$ cat config.mk
export PLATFORM = sky130hd
export DESIGN_NAME = i2c_master_byte_engine
export DESIGN_NICKNAME = d
export VERILOG_FILES = /design/src/i2cm_pkg.sv /design/src/i2cm_cfg.sv /design/src/i2cm_seq.sv /design/src/i2c_master_byte_engine.sv
export SDC_FILE = /design/constraint.sdc
export NUM_CORES = 1
export LEC_CHECK = 0
export BUFFER_PORTS_ARGS = -buffer_cell sky130_fd_sc_hd__buf_2
export CORE_MARGIN = 5
export CORE_UTILIZATION = 51
export CTS_BUF_LIST = sky130_fd_sc_hd__clkbuf_8
export CTS_CLUSTER_SIZE = 14
export DETAILED_ROUTE_END_ITERATION = 10
export PLACE_DENSITY = 0.81
export SLEW_MARGIN = 20
export SYNTH_ARGS = -nofsm -noshare
export SYNTH_HDL_FRONTEND = slang
export SYNTH_SLANG_ARGS = --single-unit
$ cat constraint.sdc
create_clock -name clk -period 5.8 [get_ports clk]
set_input_delay 0.58 -clock clk [delete_from_list [all_inputs] [get_ports clk]]
set_output_delay 0.58 -clock clk [all_outputs]
set_load 0.03 [all_outputs]
$ cat src/i2cm_pkg.sv
// Shared types, codes and constants of the I2C master byte engine.
package i2cm_pkg;

  // Width of the tick and half period counters.
  localparam int unsigned CNT_W = 16;

  localparam int unsigned CFG_ADDR_W = 3;
  localparam int unsigned CFG_DATA_W = 32;
  localparam int unsigned CFG_REG_W = 16;

  localparam logic [CFG_REG_W-1:0] HALF_RESET = 16'd100;
  localparam logic [CFG_REG_W-1:0] TMO_RESET = 16'd250;

  // Largest count that the counters can hold, and the largest timeout.
  localparam logic [32:0] CNT_MAX = {1'b0, 32'hFFFF_FFFF} >> (32 - CNT_W);
  localparam logic [32:0] TMO_MAX = CNT_MAX - 33'd1;

  localparam logic [3:0] BYTE_BITS = 4'd8;

  // Register indexes on the configuration port.
  localparam logic REG_HALF = 1'b0;
  localparam logic REG_TMO = 1'b1;

  typedef enum logic [2:0] {
    OP_NONE  = 3'd0,
    OP_START = 3'd1,
    OP_STOP  = 3'd2,
    OP_WRITE = 3'd3,
    OP_WAIT  = 3'd4,
    OP_READ  = 3'd5
  } op_t;

  typedef enum logic [3:0] {
    PH_IDLE    = 4'd0,
    PH_START_A = 4'd1,
    PH_START_B = 4'd2,
    PH_STOP_A  = 4'd3,
    PH_STOP_B  = 4'd4,
    PH_WR_HIGH = 4'd5,
    PH_WR_LOW  = 4'd6,
    PH_WA_A    = 4'd7,
    PH_WA_B    = 4'd8,
    PH_WA_POLL = 4'd9,
    PH_RD_LOW  = 4'd10,
    PH_RD_HIGH = 4'd11,
    PH_ACK_A   = 4'd12,
    PH_ACK_B   = 4'd13
  } phase_t;

  // Effective timing values handed from the register block to the sequencer.
  typedef struct packed {
    logic [CNT_W-1:0] half;
    logic [CNT_W-1:0] tmo;
  } timing_t;

  // One result item.
  typedef struct packed {
    logic       scl;
    logic       sda;
    logic       drive;
    logic       busy;
    logic       done;
    logic [7:0] rx;
    logic       err;
  } res_t;

endpackage

$ cat src/i2cm_cfg.sv
// Configuration registers with their APB-style port and the clipped timing values.
module i2cm_cfg (
  input  logic                                clk,
  input  logic                                rst_n,
  input  logic                                cfg_psel,
  input  logic                                cfg_penable,
  input  logic                                cfg_pwrite,
  input  logic [i2cm_pkg::CFG_ADDR_W-1:0]     cfg_paddr,
  input  logic [i2cm_pkg::CFG_DATA_W-1:0]     cfg_pwdata,
  output logic [i2cm_pkg::CFG_DATA_W-1:0]     cfg_prdata,
  output logic                                cfg_pready,
  output i2cm_pkg::timing_t                   timing
);

  logic [i2cm_pkg::CFG_REG_W-1:0] half_r, half_nxt;
  logic [i2cm_pkg::CFG_REG_W-1:0] tmo_r, tmo_nxt;
  logic                           wr_en;
  logic                           reg_sel;
  logic [32:0]                    half_w;
  logic [32:0]                    tmo_w;
  logic [32:0]                    half_clip;
  logic [32:0]                    tmo_clip;

  assign wr_en      = cfg_psel && cfg_penable && cfg_pwrite;
  assign reg_sel    = cfg_paddr[2];
  assign cfg_pready = 1'b1;

  always_comb begin
    half_nxt = half_r;
    tmo_nxt  = tmo_r;
    if (wr_en) begin
      unique case (reg_sel)
        i2cm_pkg::REG_HALF: half_nxt = cfg_pwdata[i2cm_pkg::CFG_REG_W-1:0];
        i2cm_pkg::REG_TMO:  tmo_nxt  = cfg_pwdata[i2cm_pkg::CFG_REG_W-1:0];
        default:            half_nxt = half_r;
      endcase
    end
  end

  always_ff @(posedge clk) begin
    if (!rst_n) begin
      half_r <= i2cm_pkg::HALF_RESET;
      tmo_r  <= i2cm_pkg::TMO_RESET;
    end else begin
      half_r <= half_nxt;
      tmo_r  <= tmo_nxt;
    end
  end

  always_comb begin
    cfg_prdata = '0;
    unique case (reg_sel)
      i2cm_pkg::REG_HALF: cfg_prdata[i2cm_pkg::CFG_REG_W-1:0] = half_r;
      i2cm_pkg::REG_TMO:  cfg_prdata[i2cm_pkg::CFG_REG_W-1:0] = tmo_r;
      default:            cfg_prdata = '0;
    endcase
  end

  // A zero half period acts as one; both values are clipped to the counter range.
  assign half_w = 33'(half_r);
  assign tmo_w  = 33'(tmo_r);

  always_comb begin
    if (half_w == 33'd0) begin
      half_clip = 33'd1;
    end else if (half_w > i2cm_pkg::CNT_MAX) begin
      half_clip = i2cm_pkg::CNT_MAX;
    end else begin
      half_clip = half_w;
    end
    if (tmo_w > i2cm_pkg::TMO_MAX) begin
      tmo_clip = i2cm_pkg::TMO_MAX;
    end else begin
      tmo_clip = tmo_w;
    end
  end

  assign timing.half = half_clip[i2cm_pkg::CNT_W-1:0];
  assign timing.tmo  = tmo_clip[i2cm_pkg::CNT_W-1:0];

endmodule

$ cat src/i2cm_seq.sv
// Bus sequencer: phase, counters, shift register and line levels, advanced one tick per step.
module i2cm_seq (
  input  logic              clk,
  input  logic              rst_n,
  input  logic              step,
  input  logic [2:0]        op,
  input  logic [7:0]        tx_byte,
  input  logic              send_ack,
  input  logic              sda_in,
  input  i2cm_pkg::timing_t timing,
  output i2cm_pkg::res_t    res
);

  i2cm_pkg::phase_t             phase_r, phase_nxt;
  logic [3:0]                   bit_r, bit_nxt;
  logic [7:0]                   shift_r, shift_nxt;
  logic [i2cm_pkg::CNT_W-1:0]   tick_r, tick_nxt;
  logic [i2cm_pkg::CNT_W-1:0]   wait_r, wait_nxt;
  logic                         scl_r, scl_nxt;
  logic                         sda_r, sda_nxt;
  logic                         drv_r, drv_nxt;
  logic                         err_r, err_nxt;
  logic                         ackc_r, ackc_nxt;
  logic [7:0]                   rx_r, rx_nxt;
  logic                         done_nxt;

  logic [i2cm_pkg::CNT_W-1:0]   tick_inc;
  logic [i2cm_pkg::CNT_W-1:0]   wait_inc;
  logic [3:0]                   bit_inc;
  logic                         tick_exp;
  logic                         poll_half;
  logic                         poll_to;
  logic                         last_bit;

  assign tick_inc  = tick_r + 1'b1;
  assign wait_inc  = wait_r + 1'b1;
  assign bit_inc   = bit_r + 4'd1;
  assign tick_exp  = tick_r >= timing.half;
  assign poll_half = tick_inc >= timing.half;
  assign poll_to   = wait_inc > timing.tmo;
  assign last_bit  = bit_inc >= i2cm_pkg::BYTE_BITS;

  // Next phase.
  always_comb begin
    phase_nxt = phase_r;
    priority if (phase_r == i2cm_pkg::PH_IDLE) begin
      unique case (op)
        i2cm_pkg::OP_START: phase_nxt = i2cm_pkg::PH_START_A;
        i2cm_pkg::OP_STOP:  phase_nxt = i2cm_pkg::PH_STOP_A;
        i2cm_pkg::OP_WRITE: phase_nxt = i2cm_pkg::PH_WR_HIGH;
        i2cm_pkg::OP_WAIT:  phase_nxt = i2cm_pkg::PH_WA_A;
        i2cm_pkg::OP_READ:  phase_nxt = i2cm_pkg::PH_RD_LOW;
        default:            phase_nxt = i2cm_pkg::PH_IDLE;
      endcase
    end else if (phase_r == i2cm_pkg::PH_WA_POLL) begin
      if (!sda_in) begin
        phase_nxt = i2cm_pkg::PH_IDLE;
      end else if (poll_half && poll_to) begin
        phase_nxt = i2cm_pkg::PH_STOP_A;
      end
    end else if (tick_exp) begin
      unique case (phase_r)
        i2cm_pkg::PH_START_A: phase_nxt = i2cm_pkg::PH_START_B;
        i2cm_pkg::PH_STOP_A:  phase_nxt = i2cm_pkg::PH_STOP_B;
        i2cm_pkg::PH_WR_HIGH: phase_nxt = i2cm_pkg::PH_WR_LOW;
        i2cm_pkg::PH_WR_LOW:  phase_nxt = last_bit ? i2cm_pkg::PH_IDLE : i2cm_pkg::PH_WR_HIGH;
        i2cm_pkg::PH_WA_A:    phase_nxt = i2cm_pkg::PH_WA_B;
        i2cm_pkg::PH_WA_B:    phase_nxt = i2cm_pkg::PH_WA_POLL;
        i2cm_pkg::PH_RD_LOW:  phase_nxt = i2cm_pkg::PH_RD_HIGH;
        i2cm_pkg::PH_RD_HIGH: phase_nxt = last_bit ? i2cm_pkg::PH_ACK_A : i2cm_pkg::PH_RD_LOW;
        i2cm_pkg::PH_ACK_A:   phase_nxt = i2cm_pkg::PH_ACK_B;
        default:              phase_nxt = i2cm_pkg::PH_IDLE;
      endcase
    end
  end

  // Line levels, counters and data for the tick.
  always_comb begin
    bit_nxt   = bit_r;
    shift_nxt = shift_r;
    tick_nxt  = tick_r;
    wait_nxt  = wait_r;
    scl_nxt   = scl_r;
    sda_nxt   = sda_r;
    drv_nxt   = drv_r;
    err_nxt   = err_r;
    ackc_nxt  = ackc_r;
    rx_nxt    = rx_r;
    done_nxt  = 1'b0;
    priority if (phase_r == i2cm_pkg::PH_IDLE) begin
      unique case (op)
        i2cm_pkg::OP_START: begin
          drv_nxt  = 1'b1;
          sda_nxt  = 1'b1;
          scl_nxt  = 1'b1;
          tick_nxt = 1;
        end
        i2cm_pkg::OP_STOP: begin
          drv_nxt  = 1'b1;
          scl_nxt  = 1'b0;
          sda_nxt  = 1'b0;
          tick_nxt = 1;
        end
        i2cm_pkg::OP_WRITE: begin
          shift_nxt = tx_byte;
          bit_nxt   = 4'd0;
          drv_nxt   = 1'b1;
          sda_nxt   = tx_byte[7];
          scl_nxt   = 1'b1;
          tick_nxt  = 1;
        end
        i2cm_pkg::OP_WAIT: begin
          err_nxt  = 1'b0;
          drv_nxt  = 1'b0;
          sda_nxt  = 1'b1;
          tick_nxt = 1;
        end
        i2cm_pkg::OP_READ: begin
          shift_nxt = 8'd0;
          bit_nxt   = 4'd0;
          ackc_nxt  = send_ack;
          drv_nxt   = 1'b0;
          sda_nxt   = 1'b1;
          scl_nxt   = 1'b0;
          tick_nxt  = 1;
        end
        default: begin
          done_nxt = 1'b0;
        end
      endcase
    end else if (phase_r == i2cm_pkg::PH_WA_POLL) begin
      if (!sda_in) begin
        scl_nxt  = 1'b0;
        done_nxt = 1'b1;
      end else if (poll_half) begin
        tick_nxt = '0;
        wait_nxt = wait_inc;
        if (poll_to) begin
          err_nxt  = 1'b1;
          drv_nxt  = 1'b1;
          scl_nxt  = 1'b0;
          sda_nxt  = 1'b0;
          tick_nxt = 1;
        end
      end else begin
        tick_nxt = tick_inc;
      end
    end else if (!tick_exp) begin
      tick_nxt = tick_inc;
    end else begin
      unique case (phase_r)
        i2cm_pkg::PH_START_A: begin
          sda_nxt  = 1'b0;
          tick_nxt = 1;
        end
        i2cm_pkg::PH_STOP_A: begin
          scl_nxt  = 1'b1;
          sda_nxt  = 1'b1;
          tick_nxt = 1;
        end
        i2cm_pkg::PH_WR_HIGH: begin
          scl_nxt  = 1'b0;
          tick_nxt = 1;
        end
        i2cm_pkg::PH_WR_LOW: begin
          bit_nxt = bit_inc;
          if (last_bit) begin
            done_nxt = 1'b1;
          end else begin
            shift_nxt = {shift_r[6:0], 1'b0};
            sda_nxt   = shift_r[6];
            scl_nxt   = 1'b1;
            tick_nxt  = 1;
          end
        end
        i2cm_pkg::PH_WA_A: begin
          scl_nxt  = 1'b1;
          tick_nxt = 1;
        end
        i2cm_pkg::PH_WA_B: begin
          tick_nxt = '0;
          wait_nxt = '0;
        end
        i2cm_pkg::PH_RD_LOW: begin
          scl_nxt   = 1'b1;
          shift_nxt = {shift_r[6:0], sda_in};
          tick_nxt  = 1;
        end
        i2cm_pkg::PH_RD_HIGH: begin
          bit_nxt  = bit_inc;
          scl_nxt  = 1'b0;
          tick_nxt = 1;
          if (last_bit) begin
            rx_nxt  = shift_r;
            drv_nxt = 1'b1;
            sda_nxt = !ackc_r;
          end
        end
        i2cm_pkg::PH_ACK_A: begin
          scl_nxt  = 1'b1;
          tick_nxt = 1;
        end
        default: begin
          // End of start, stop or answer step; start and answer leave SCL low.
          if (phase_r == i2cm_pkg::PH_START_B || phase_r == i2cm_pkg::PH_ACK_B) begin
            scl_nxt = 1'b0;
          end
          done_nxt = 1'b1;
        end
      endcase
    end
  end

  always_ff @(posedge clk) begin
    if (!rst_n) begin
      phase_r <= i2cm_pkg::PH_IDLE;
      bit_r   <= '0;
      shift_r <= '0;
      tick_r  <= '0;
      wait_r  <= '0;
      scl_r   <= 1'b1;
      sda_r   <= 1'b1;
      drv_r   <= 1'b1;
      err_r   <= 1'b0;
      ackc_r  <= 1'b0;
      rx_r    <= '0;
    end else if (step) begin
      phase_r <= phase_nxt;
      bit_r   <= bit_nxt;
      shift_r <= shift_nxt;
      tick_r  <= tick_nxt;
      wait_r  <= wait_nxt;
      scl_r   <= scl_nxt;
      sda_r   <= sda_nxt;
      drv_r   <= drv_nxt;
      err_r   <= err_nxt;
      ackc_r  <= ackc_nxt;
      rx_r    <= rx_nxt;
    end
  end

  assign res.scl   = scl_nxt;
  assign res.sda   = sda_nxt;
  assign res.drive = drv_nxt;
  assign res.busy  = phase_nxt != i2cm_pkg::PH_IDLE;
  assign res.done  = done_nxt;
  assign res.rx    = rx_nxt;
  assign res.err   = err_nxt;

endmodule

$ cat src/i2c_master_byte_engine.sv
// Top level of the I2C master byte engine: input register, sequencer and result register.
// A result item is valid once its tick item has passed the input register and then the
// sequencer step that loads the result register.
// Throughput: one tick item per cycle while the result side takes items; a stall on the
// result side holds both registers and raises in_stall in the same cycle.
// Reset (rst_n low at a clock edge) empties both registers, puts the sequencer in idle with
// SCL and SDA high and driven, and loads half period 100 and acknowledge timeout 250.
module i2c_master_byte_engine (
  input  logic                            clk,
  input  logic                            rst_n,
  // Tick items
  input  logic                            in_valid,
  output logic                            in_stall,
  input  logic [2:0]                      in_op,
  input  logic [7:0]                      in_tx_byte,
  input  logic                            in_send_ack,
  input  logic                            in_sda_in,
  // Result items
  output logic                            out_valid,
  input  logic                            out_stall,
  output logic                            out_scl_out,
  output logic                            out_sda_out,
  output logic                            out_sda_drive,
  output logic                            out_busy_res,
  output logic                            out_done_res,
  output logic [7:0]                      out_rx_byte,
  output logic                            out_ack_error,
  // Configuration port
  input  logic                            cfg_psel,
  input  logic                            cfg_penable,
  input  logic                            cfg_pwrite,
  input  logic [i2cm_pkg::CFG_ADDR_W-1:0] cfg_paddr,
  input  logic [i2cm_pkg::CFG_DATA_W-1:0] cfg_pwdata,
  output logic [i2cm_pkg::CFG_DATA_W-1:0] cfg_prdata,
  output logic                            cfg_pready
);

  i2cm_pkg::timing_t timing;
  i2cm_pkg::res_t    res;

  // Input register: one tick item waiting for the sequencer.
  logic       in_v_r, in_v_nxt;
  logic [2:0] op_r;
  logic [7:0] tx_r;
  logic       sack_r;
  logic       sda_r;

  // Result register.
  logic           out_v_r, out_v_nxt;
  i2cm_pkg::res_t res_r;

  logic in_take;
  logic advance;
  logic step;

  // The sequencer may step whenever the result register is free or being emptied.
  assign advance  = !out_v_r || !out_stall;
  assign step     = in_v_r && advance;
  assign in_stall = in_v_r && !advance;
  assign in_take  = in_valid && !in_stall;

  always_comb begin
    in_v_nxt = in_v_r;
    if (!in_stall) begin
      in_v_nxt = in_valid;
    end
    out_v_nxt = out_v_r;
    if (advance) begin
      out_v_nxt = in_v_r;
    end
  end

  always_ff @(posedge clk) begin
    if (!rst_n) begin
      in_v_r  <= 1'b0;
      out_v_r <= 1'b0;
    end else begin
      in_v_r  <= in_v_nxt;
      out_v_r <= out_v_nxt;
    end
  end

  // Payload registers carry no reset; they are only looked at while marked valid.
  always_ff @(posedge clk) begin
    if (in_take) begin
      op_r   <= in_op;
      tx_r   <= in_tx_byte;
      sack_r <= in_send_ack;
      sda_r  <= in_sda_in;
    end
    if (step) begin
      res_r <= res;
    end
  end

  i2cm_cfg u_cfg (
    .clk         (clk),
    .rst_n       (rst_n),
    .cfg_psel    (cfg_psel),
    .cfg_penable (cfg_penable),
    .cfg_pwrite  (cfg_pwrite),
    .cfg_paddr   (cfg_paddr),
    .cfg_pwdata  (cfg_pwdata),
    .cfg_prdata  (cfg_prdata),
    .cfg_pready  (cfg_pready),
    .timing      (timing)
  );

  i2cm_seq u_seq (
    .clk      (clk),
    .rst_n    (rst_n),
    .step     (step),
    .op       (op_r),
    .tx_byte  (tx_r),
    .send_ack (sack_r),
    .sda_in   (sda_r),
    .timing   (timing),
    .res      (res)
  );

  assign out_valid     = out_v_r;
  assign out_scl_out   = res_r.scl;
  assign out_sda_out   = res_r.sda;
  assign out_sda_drive = res_r.drive;
  assign out_busy_res  = res_r.busy;
  assign out_done_res  = res_r.done;
  assign out_rx_byte   = res_r.rx;
  assign out_ack_error = res_r.err;

  // A completing tick never reports the command as still in progress.
  a_done_not_busy: assert property (@(posedge clk) disable iff (!rst_n)
    out_v_r |-> !(res_r.busy && res_r.done))
    else $error("result shows done and busy together");

  // SDA is only ever released with its level left high.
  a_release_high: assert property (@(posedge clk) disable iff (!rst_n)
    out_v_r |-> (res_r.drive || res_r.sda))
    else $error("SDA released with a low level");

  // A held result register keeps the sequencer from stepping.
  a_hold_no_step: assert property (@(posedge clk) disable iff (!rst_n)
    (out_v_r && out_stall) |-> !step)
    else $error("sequencer stepped while the result was held");

  // The input side only stalls while an item waits in the input register.
  a_stall_has_item: assert property (@(posedge clk) disable iff (!rst_n)
    in_stall |-> in_v_r)
    else $error("input stalled with no item waiting");

endmodule

---- After elaboration in Yosys (flattened, before gate mapping) ----
Cells that the tools add are included.
Widths: inputs -> output; s select.
word-level totals
  bits in registers ....................... 122
  word-level logic and storage cells ...... 188
cells by class
  add/sub/neg operators ................... 3
  magnitude comparators ................... 6
  equality and inequality tests ........... 27
  multiplexer cells ....................... 83
  bitwise logic cells ..................... 2
  reduce and logical (&&, ||, !) cells .... 41
operators with widths
  operator               count
  $mux 16                15
  $mux 8                 9
  $pmux 16 s3            1
  $mux 4                 10
  $pmux 4 s9             1
  $mux 1                 35
  $logic_not 33->1       1
  $add 16x1->16 const B  2
  $ge 16x16->1           2
  $gt 16x16->1 const B   2
  $pmux 16 s2            1
  $pmux 8 s2             2
  $eq 4x4->1 const B     6
  $pmux 4 s5             1
  $gt 16x16->1           1
  $reduce_or 2->1        7
  $eq 4x3->1 const B     3
  $reduce_and 6->1       2
  $reduce_and 5->1       2
  $ne 3x3->1 const B     3
  $eq 4x2->1 const B     2
  $ne 2x2->1 const B     4
  $pmux 1 s4             2
  $reduce_bool 2->1      4
  other kinds (26)       44

---- Logic depth before layout (Yosys ltp) ----
Gate-level depths: netlist (run 1).
  word-level depth ........................ 10
  mapped depth ............................ 16

---- By module ----
A second synthesis (run 1) with hierarchy kept.
unflattened totals
  cell total of the unflattened synthesis .. 917
  area, all modules ....................... 7860.0 um^2
by module, submodules not included
  module                  times used  cells each  area an instance (um^2)
  i2cm_seq                1           675         5162.5
  i2cm_cfg                1           207         1803.0
  i2c_master_byte_engine  1           35          894.6

---- Least setup slack after synthesis (run 1) ----
Ideal clock, no wire load.
  kind .................................... register -> register
  from .................................... register u_seq.wait_r[2] in the netlist's numbering
  to ...................................... register res_r (netlist bit out_busy_res) (data pin)
  setup time .............................. 272 ps
  data arrival time ....................... 3992 ps
  path slack .............................. 1536 ps
  cell stages (with the launch flop) ...... 16
  period minus slack after synthesis ...... 4264 ps
  cell sequence ........................... dfxtp_1 > nand3_1 > nor4_1 > and3_1 > and3_1 > clkbuf_1 > nand3_1 > xnor2_1 > ha_1 > nand4_1 > nor4_1 > o21ai_1 > o211ai_1 > a31oi_1 > or4_1 > or4_1
RTL lines
  element                   RTL line                      RTL
  start: declaration        i2cm_seq.sv:18                logic [i2cm_pkg::CNT_W-1:0] wait_r, wait_nxt;
  start signal: assignment  i2cm_seq.sv:232               wait_r <= wait_nxt;
  end signal: assignment    i2c_master_byte_engine.sv:92  res_r <= res;
  end: declaration          i2c_master_byte_engine.sv:50  i2cm_pkg::res_t res_r;

==> flow_metrics.py, run 1 <==
metrics = {
    "run_status": {
        "outcome": "finished, final reports clean",
    },
    "timing": {
        "setup_tns_ns": 0,
        "finClkSkew_ns": 0.01444,
        "fin_crit_ns": 4.777,
        "slew_headroom_pct": 40.81,
        "fmax_ghz": 0.2093,
        "hold_viol_final": 0,
        "drv_slew": 0,
        "fin_crit_sh_pct": 82.36,
        "finalSetupViolations": 0,
        "max_slew.worst_pin.slew_ns": 0.8857,
        "rsz0062_at_grt": "false",
    },
    "grt": {
        "grt_pass1_vias": 6110,
        "grt_max_degree": 39,
        "antenna_found_initial": 0,
        "grt_pass1_wl_um": 29770,
        "grt-ovfl-total": 0,
        "grt_usage_pct": 21.94,
    },
    "layout": {
        "fin_nets": 1051,
        "fin_area_um2": 8185,
        "fill_cells": 1277,
        "n_antenna_cell": 0,
        "drive_above_1_share_pct": 13.30,
        "area_growth_pct": 10.86,
        "finalNonFillerCells": 1139,
    },
    "die": {
        "die-area_um2": 16980,
        "num_rows": 44,
        "pin_count": 104,
        "die_y_um": 130.3,
        "dieWidth_um": 130.3,
        "initial_core_util_pct": 51.38,
        "core-area_um2": 14370,
    },
    "placement": {
        "place_area_um2": 7764,
        "place_hpwl_um": 12870,
        "place.gp.congestion": 0.9114,
        "dp.cells": 1107,
        "io_buffers": 68,
    },
    "clocking": {
        "clkTransAtPathRegs_ns": 0.08,
        "postCtsSetupBuffers": 0,
        "clock_latency_ns": 0.45,
        "cts-buffers-inserted": 17,
        "cts.sinks": 122,
        "clockBufferDepth": 2,
        "cts_root_buffer": "clkbuf_8",
        "cts_resized": 0,
        "holdBufCountCts": 0,
        "cts_max_level": 4,
        "cts_tree": "yes",
    },
    "synthesis": {
        "ys_seq_elements": 122,
        "synth_area_leaders": "dfxtp_1 26%, edfxtp_1 11%, ha_1 9.2%, nand2_1 7.3%, o21ai_0 4.2%",
        "yosys_warnings": 0,
        "ys_types": 65,
        "ys_async_sr_fraction_pct": 0,
        "synth_area_um2": 7383,
        "synthFlopType": "dfxtp_1",
        "syn-instance-count": 897,
        "synth_top_cell_area_share_pct": 25.76,
        "synth_area_per_cell_um2": 8.231,
        "synth_top_area_cell": "dfxtp_1",
        "synth_edf_count": 27,
        "ys_seq_area_share_pct": 36.74,
    },
    "drt": {
        "route.vias.total": 6708,
        "via_per_inst": 5.889,
        "ant_nets": 0,
        "firstDrtPassIters": 5,
        "wl_per_cell_um": 15.92,
        "drt-initial-drc-count": 660,
        "drc": 0,
        "routed_wl_um": 18130,
    },
    "pwr": {
        "p_clk_share_pct": 41.1,
        "p_per_area_nw_per_um2": 237.3,
        "irDropWorstVdd_mv": 0.1151,
        "p_leak_uw": 0.003439,
        "p_int_uw": 1401,
        "switching_share_pct": 27.87,
        "fin_total_pwr_uw": 1943,
        "power_switching_uw": 541.4,
        "pwr-share-seq_pct": 47.1,
        "power_frac_comb_pct": 11.8,
    },
    "run": {
        "cap_violations": 0,
    },
    "setup_path": {
        "cp_data_arrival_time_ns": 4.97,
        "worstSetupEndpointType": "flop",
        "cp-start-kind": "flop",
        "crit_type": "flop to flop",
        "cp_max_fo": 8,
        "required_ns": 6.00,
    },
    "min_path": {
        "hold_path_class": "input pin to flop",
    },
}
power groups by stage:
stage | Clock, µW | Combinational, µW | Sequential, µW
floorplan | 0 | 170 | 932
CTS | 813 | 226 | 915
finish | 798 | 229 | 916
global route | 855 | 251 | 919
detailed placement | 0 | 224 | 934
global placement | 0 | 221 | 934
registers in the layout, summed over array words and instances, names as in the netlist, 3 cells and up:
register	flops
u_seq.rx_r	8
u_seq.phase_r	4
out_rx_byte	8
u_seq.tick_r	16
op_r	3
u_seq.wait_r	16
u_cfg.half_r	16
u_cfg.tmo_r	16
u_seq.bit_r	4
u_seq.shift_r	8
tx_r	8
through the flow:
| step | hold slack [ns] | util, % | setup slack (ns) |
|---|---|---|---|
| after global placement | 0.4416 | 54.01 | 1.167 |
| after detailed placement | 0.4504 | 54.03 | 1.079 |
| after floorplan | 0.4322 | - | 1.536 |
| final | 0.3033 | 56.97 | 1.023 |
| after global routing | 0.2782 | 56.97 | 0.8021 |
| after CTS | 0.2795 | 56.95 | 1.051 |
cell families after synthesis:
logic type	count (synthesis)	synth area share, %
xor+xnor	31	3.677
buf+inv	111	6.694
other cells	2	0.1017
compound gates	233	20.34
simple gates	323	20.30
flops	122	36.74
mux	21	3.000
fa+ha+maj	54	9.151
layer usage:
| metal | vias up | GRT usage, % | routed length [µm] |
|---|---|---|---|
| li1 | 3296 | - | - |
| met2 | 263 | 35.33 | 8552 |
| met4 | 0 | 8.496 | 363 |
| met1 | 3116 | 28.79 | 7917 |
| met5 | - | 0 | 0 |
| met3 | 33 | 4.871 | 1296 |
path summary, 6_finish.rpt:
| kind | start | end | slack, ns | depth (start not counted) |
|---|---|---|---|---|
| setup / recovery | u_seq.wait_r[2] | out_busy_res | 1.02 | 14 |
| hold / removal | in_tx_byte[2] | tx_r[2] | 0.30 | 1 |
| setup reg to reg | u_seq.wait_r[2] | out_busy_res | 1.02 | 14 |
| hold reg to reg | u_seq.rx_r[5] | u_seq.rx_r[5] | 0.46 | 2 |
layout make-up:
cell class / instances / area [µm²] / share of cell area (%)
multi-input cells: 679 / 4250 / 51.93
repair buffers: 76 / 400.4 / 4.891
clock buffers: 18 / 247.7 / 3.027
clock inverters: 14 / 171.4 / 2.094
inverters: 46 / 172.7 / 2.109
flip-flops and latches: 122 / 2713 / 33.14
well taps: 184 / 230.2 / 2.813
critical path, stage by stage (launching register included):
cell	delay, ns
dfxtp_1	0.43
nand3_1	0.27
nor4_1	0.55
and3_1	0.34
and3_1	0.29
nand3_1	0.15
xnor2_1	0.17
ha_1	0.32
nand4_1	0.10
nor4_1	0.37
o21ai_1	0.11
o211ai_1	0.18
a31oi_1	0.17
or4_1	0.56
or4_1	0.51
Yosys cell counts (17+ instances only):
library cell and instances:
edfxtp_1 27, nand3_1 38, nor2_1 48, nand2_1 143, ha_1 54, a21oi_1 61
buf_4 17, xor2_1 21, nand4_1 19, dfxtp_1 95, and3_1 18, clkbuf_1 37
inv_1 45, o21ai_0 62
cell usage in the layout (no fill, tap or decap), drive strengths merged, types with 10 or more instances in the layout:
cell | netlist | routed
edfxtp | 27 | 27
dfxtp | 95 | 95
conb | 2 | 17
xor2 | 21 | 21
nor3 | 13 | 13
nor4 | 10 | 10
nand2b | 13 | 13
xnor2 | 10 | 10
nand4 | 19 | 19
nand2 | 143 | 143
o211ai | 13 | 13
mux2i | 12 | 12
nand3 | 38 | 38
clkbuf | 37 | 18
o21ai | 66 | 66
nor2 | 48 | 48
buf | 28 | 76
inv | 45 | 50
a21oi | 61 | 61
ha | 54 | 54
a31oi | 12 | 12
and3 | 18 | 18
(Power assumes the default switching activity.)
==> inputs of run 2 (changes only) <==
Clock period 5.8 ns to 4.75 ns, I/O delays scaled along.
==> run 2 against run 1 <==
Clock power grew 35%. Utilization grew 0.69 points. Wire length grew 2.5%. First-iteration DRC count grew 1.7%. Global-route usage grew 0.46 points. Register-to-register slack lost 0.73 ns. Critical path depth is the same. Clock skew grew 0.0011 ns. Final area grew 1.2%. Combinational power grew 25%. Power grew 28%.
==> flow_metrics.py, run 2 (synthesized netlist as in run 1, its figures left out) <==
metrics = {
    "setup_path": {
        "cp.depth": 14,
        "crit_type": "flop to flop",
        "worst_path_dominant_cell_family": "simple AND/OR/NAND/NOR gates",
        "endpoint": "out_busy_res",
        "cp_data_arrival_time_ns": 4.64,
        "cpPeakStageDelay_ns": 0.57,
        "cp-start-kind": "flop",
        "cp_max_fo": 6,
        "cpMaxStageDelayCell": "or4_1",
        "path_common_cell": "and3_1",
        "r2r_slack_ns": 0.29,
        "cp_num_buf_inv": 0,
        "r2r_cells": 14,
        "r2r_end": "out_busy_res",
        "required_ns": 4.93,
        "cp_cell_sequence": "ha_1 > and3_1 > and3_1 > and3_1 > nand3_1 > xnor2_1 > ha_1 > nand4_1 > nor4_1 > a221oi_1 > nand2_1 > a31oi_1 > or4_1 > or4_1",
        "worstSetupStartpoint": "u_seq.tick_r[0]",
        "r2r_start": "u_seq.tick_r[0]",
        "worstSetupEndpointType": "flop",
    },
    "clocking": {
        "cts_tree": "yes",
        "cts_root_buffer": "clkbuf_8",
        "cts.sinks": 122,
        "cts-buffers-inserted": 17,
        "clock_latency_ns": 0.46,
        "clkTransAtPathRegs_ns": 0.08,
        "clockBufferDepth": 2,
        "cts_max_level": 4,
    },
    "grt": {
        "grt_max_degree": 73,
        "grt_usage_pct": 22.40,
        "grt-ovfl-total": 0,
        "antenna_found_initial": 0,
        "grt_pass1_wl_um": 30480,
        "grt_pass1_vias": 6405,
    },
    "layout": {
        "area_growth_pct": 12.20,
        "drive_above_1_share_pct": 13.93,
        "fin_area_um2": 8284,
        "layout_commonest_cell": "nand2_1",
        "fin_nets": 1058,
        "utilization_pct": 57.65,
        "layout_common_cells": "143 x nand2_1, 95 x dfxtp_1, 68 x buf_2",
        "n_antenna_cell": 0,
    },
    "timing": {
        "fin_crit_sh_pct": 93.80,
        "finalSetupViolations": 0,
        "fmax_ghz": 0.2244,
        "max_slew.worst_pin.slew_ns": 0.8473,
        "setup_slack_ns": 0.2944,
        "slew_headroom_pct": 43.43,
        "hold_viol_final": 0,
        "fin_crit_ns": 4.456,
        "setup_tns_ns": 0,
        "rsz0062_at_grt": "false",
        "finClkSkew_ns": 0.01552,
        "drv_slew": 0,
    },
    "pwr": {
        "p_clk_share_pct": 43.4,
        "p_int_uw": 1827,
        "switching_share_pct": 26.42,
        "p_leak_uw": 0.003498,
        "power_frac_comb_pct": 11.5,
        "power_switching_uw": 656.1,
        "pwr-share-seq_pct": 45.0,
        "p_per_area_nw_per_um2": 299.8,
        "irDropWorstVdd_mv": 0.2027,
    },
    "die": {
        "initial_core_util_pct": 51.38,
        "die-area_um2": 16980,
        "pin_count": 104,
        "die_y_um": 130.3,
        "num_rows": 44,
        "dieWidth_um": 130.3,
        "core-area_um2": 14370,
    },
    "placement": {
        "place_ws_ns": 0.3252,
        "place_hpwl_um": 13140,
        "place.gp.congestion": 0.8865,
        "place_area_um2": 7807,
        "io_buffers": 68,
    },
    "run_status": {
        "outcome": "finished, final reports clean",
    },
    "drt": {
        "dr_wl_met2_um": 8790,
        "route.vias.total": 6710,
        "firstDrtPassIters": 6,
        "drc": 0,
        "routed_wl_um": 18580,
        "route.met3.wl_um": 1244,
        "ant_nets": 0,
        "m1WireLength_um": 8103,
        "wl_per_cell_um": 16.21,
        "top_layer": "met4",
        "via_per_inst": 5.855,
        "drt-initial-drc-count": 671,
    },
    "min_path": {
        "hold_path_class": "input pin to flop",
    },
    "run": {
        "cap_violations": 0,
    },
}
run 2: how the worst min path moves through the flow:
stage | start | end | slack, ns | cells after the start
6_report | in_op[0] | op_r[0] | 0.18 | 1
5_1_grt | in_op[0] | op_r[0] | 0.17 | 1
4_1_cts | in_op[0] | op_r[0] | 0.17 | 1
3_5_place_dp | u_seq.rx_r[2] | u_seq.rx_r[2] | 0.45 | 2
3_3_place_gp | u_seq.rx_r[1] | u_seq.rx_r[1] | 0.44 | 2
2_1_floorplan | u_seq.rx_r[0] | u_seq.rx_r[0] | 0.43 | 2
run 2: stage by stage:
stage	cells	total power, µW	hold WS (ns)
after global routing	1146	2576	0.1720
after detailed placement	1114	1421	0.4480
final	1146	2483	0.1850
after floorplan	912	1346	0.4322
after CTS	1146	2488	0.1694
after global placement	1114	1415	0.4413
run 2: power groups by stage:
stage          registers, µW  logic [µW]  clock network (µW)
4_1_cts                 1120         283                1090
2_1_floorplan           1140         208                   0
3_3_place_gp            1140         275                   0
6_report                1120         286                1080
5_1_grt                 1120         312                1140
3_5_place_dp            1140         280                   0
run 2: routing by layer:
metal	track usage [%]	up-vias
li1	-	3304
met3	3.971	34
met2	36.57	244
met1	29.11	3128
met4	9.780	0
met5	0	-
run 2: area by class of cell:
class / count / area [µm²]
flip-flops and latches: 122 / 2713
repair buffers: 83 / 452.9
well taps: 184 / 230.2
inverters: 46 / 172.7
clock buffers: 19 / 261.5
multi-input cells: 679 / 4253
clock inverters: 13 / 201.4
fillers: 1278 / 6085
run 2: timing repair:
action | 4_1_cts | 5_1_grt
hold buffers | 0 | 0
resized for setup | 0 | 2
endpoints found under the hold margin | 0 | 0
setup buffers | 0 | 0
setup endpoints to repair | 0 | 1
==> inputs of run 3 (changes only) <==
Settings changed: BUFFER_PORTS_ARGS -buffer_cell sky130_fd_sc_hd__buf_2 to unset, CORE_UTILIZATION 51 to 32, DONT_BUFFER_PORTS set to 1, PLACE_DENSITY 0.81 to 0.55.
==> run 3 against run 2 <==
Final area is 3.2% lower. Worst setup slack better by 0.069 ns. Clock skew grew 0.0013 ns. First-iteration DRC count is 30% lower. Register-to-register slack improved by 0.07 ns. Fmax grew 1.6%. Utilization down 22 points. Via count shrank 6.3%. Count of clock-buffer cells in the layout shrank 2. Largest power group unchanged. Highest routed layer unchanged.
==> flow_metrics.py, run 3 (synthesized netlist as in run 1, its figures left out) <==
metrics = {
    "run_status": {
        "outcome": "finished, final reports clean",
    },
    "timing": {
        "fmax_ghz": 0.2279,
        "finClkSkew_ns": 0.01677,
        "hold_ws_ns": 0.1209,
        "max_slew.worst_pin.slew_ns": 1.101,
        "slew_headroom_pct": 25.82,
        "fin_crit_ns": 4.387,
        "rsz0062_at_grt": "false",
        "setup_slack_ns": 0.3630,
        "setup_tns_ns": 0,
        "drv_slew": 0,
        "finalSetupViolations": 0,
        "hold_viol_final": 0,
        "fin_crit_sh_pct": 92.36,
    },
    "setup_path": {
        "cp_data_arrival_time_ns": 4.57,
        "cp_num_buf_inv": 0,
        "r2r_slack_ns": 0.36,
        "r2r_cells": 14,
        "cpMaxStageDelayCell": "or4_1",
        "r2r_start": "u_seq.tick_r[0]",
        "cp_max_fo": 6,
        "cp-start-kind": "flop",
        "cpPeakStageDelay_ns": 0.58,
        "required_ns": 4.93,
        "worstSetupEndpointType": "flop",
        "worst_path_dominant_cell_family": "simple AND/OR/NAND/NOR gates",
        "r2r_end": "out_busy_res",
        "crit_type": "flop to flop",
        "cp_cell_sequence": "ha_1 > and3_1 > and3_1 > and3_2 > nand3_1 > xnor2_1 > ha_1 > nand4_1 > nor4_1 > a221oi_1 > nand2_1 > a31oi_1 > or4_1 > or4_1",
    },
    "layout": {
        "finalNonFillerCells": 1182,
        "seq_area_um2": 2713,
        "utilization_pct": 35.32,
        "area_growth_pct": 8.626,
        "fin_nets": 993,
        "n_antenna_cell": 0,
        "fill_cells": 2362,
        "drive_above_1_share_pct": 8.027,
        "layout_common_cells": "143 x nand2_1, 95 x dfxtp_1, 61 x o21ai_0, 61 x a21oi_1, 54 x ha_1",
        "layout_commonest_cell": "nand2_1",
        "multi_input_area_um2": 4270,
    },
    "clocking": {
        "cts_max_level": 4,
        "cts.sinks": 122,
        "cts_root_buffer": "clkbuf_8",
        "holdBufCountCts": 0,
        "clockBufferDepth": 2,
        "clkTransAtPathRegs_ns": 0.09,
        "cts-buffers-inserted": 17,
        "clock_latency_ns": 0.44,
        "cts_tree": "yes",
    },
    "min_path": {
        "min_path_cells": 0,
        "min_to": "op_r[1]",
        "min-delay-start": "in_op[1]",
        "hold_path_class": "input pin to flop",
    },
    "die": {
        "die-area_um2": 26210,
        "num_rows": 55,
        "core-area_um2": 22710,
        "pin_count": 104,
        "die_y_um": 161.9,
        "dieWidth_um": 161.9,
        "initial_core_util_pct": 32.51,
    },
    "pwr": {
        "irDropWorstVdd_mv": 0.1450,
        "p_per_area_nw_per_um2": 284.2,
        "p_leak_uw": 0.003189,
    },
    "grt": {
        "grt_usage_pct": 15.02,
        "grt_pass1_wl_um": 32090,
        "grt-ovfl-total": 0,
        "antenna_found_initial": 0,
        "grt_max_degree": 74,
        "grt_pass1_vias": 6049,
    },
    "drt": {
        "route.vias.total": 6288,
        "drc": 0,
        "routed_wl_um": 19530,
        "via_per_inst": 5.320,
        "drt-initial-drc-count": 467,
        "firstDrtPassIters": 6,
        "wl_per_cell_um": 16.52,
        "ant_nets": 0,
    },
    "placement": {
        "place.gp.congestion": 0.8601,
        "dp.cells": 1150,
        "place_ws_ns": 0.3099,
        "place_hpwl_um": 14080,
        "io_buffers": 0,
    },
    "run": {
        "cap_violations": 0,
    },
}
==> run 3: report_power, final <==
group / total [µW] / switching [µW] / internal, µW
combinational: 231 / 160 / 71.2
clock: 915 / 489 / 426
sequential: 1130 / 44.6 / 1090
total: 2280 / 694 / 1590
==> run 3: area by class of cell <==
class | count | area share (%)
Clock buffer | 17 | 2.917
Timing Repair Buffer | 18 | 1.685
Sequential cell | 122 | 33.82
Tap cell | 285 | 4.446
Inverter | 46 | 2.153
Multi-Input combinational cell | 679 | 53.24
Clock inverter | 15 | 1.732
==> run 3: per-layer routing <==
layer / up-vias / global-route usage, % / wire length [µm]
li1: 3185 / - / -
met1: 2979 / 19.74 / 9200
met2: 111 / 25.36 / 9432
met3: 13 / 2.817 / 665
met4: 0 / 4.152 / 229
met5: - / 0 / 0
==> run 3: how the worst max path moves through the flow <==
stage / slack, ns / to / cells after the start / from
5_1_grt: 0.02 / out_busy_res / 14 / u_seq.tick_r[2]
2_1_floorplan: 0.49 / out_busy_res / 15 / u_seq.wait_r[2]
3_3_place_gp: 0.38 / out_busy_res / 14 / u_seq.tick_r[0]
6_report: 0.36 / out_busy_res / 14 / u_seq.tick_r[0]
4_1_cts: 0.30 / out_busy_res / 14 / u_seq.tick_r[0]
3_5_place_dp: 0.31 / out_busy_res / 14 / u_seq.tick_r[0]
==> run 3: repair_timing <==
action,in CTS,in global routing
setup endpoints to repair,0,1
resized for setup,0,3
setup buffers,0,0
==> run 3: worst reg2reg max path: stages (launching register included) <==
cell	delay (ns)
dfxtp_1	0.41
ha_1	0.27
and3_1	0.27
and3_1	0.26
and3_2	0.28
nand3_1	0.11
xnor2_1	0.16
ha_1	0.32
nand4_1	0.19
nor4_1	0.33
a221oi_1	0.13
nand2_1	0.17
a31oi_1	0.14
or4_1	0.58
or4_1	0.52
==> run 3: per-stage QoR <==
| stage | power, µW | area, µm² |
|---|---|---|
| 5_1_grt | 2382 | 8020 |
| 3_3_place_gp | 1383 | 7622 |
| 2_1_floorplan | 1346 | 7440 |
| 6_report | 2279 | 8020 |
| 4_1_cts | 2302 | 7995 |
| 3_5_place_dp | 1385 | 7622 |
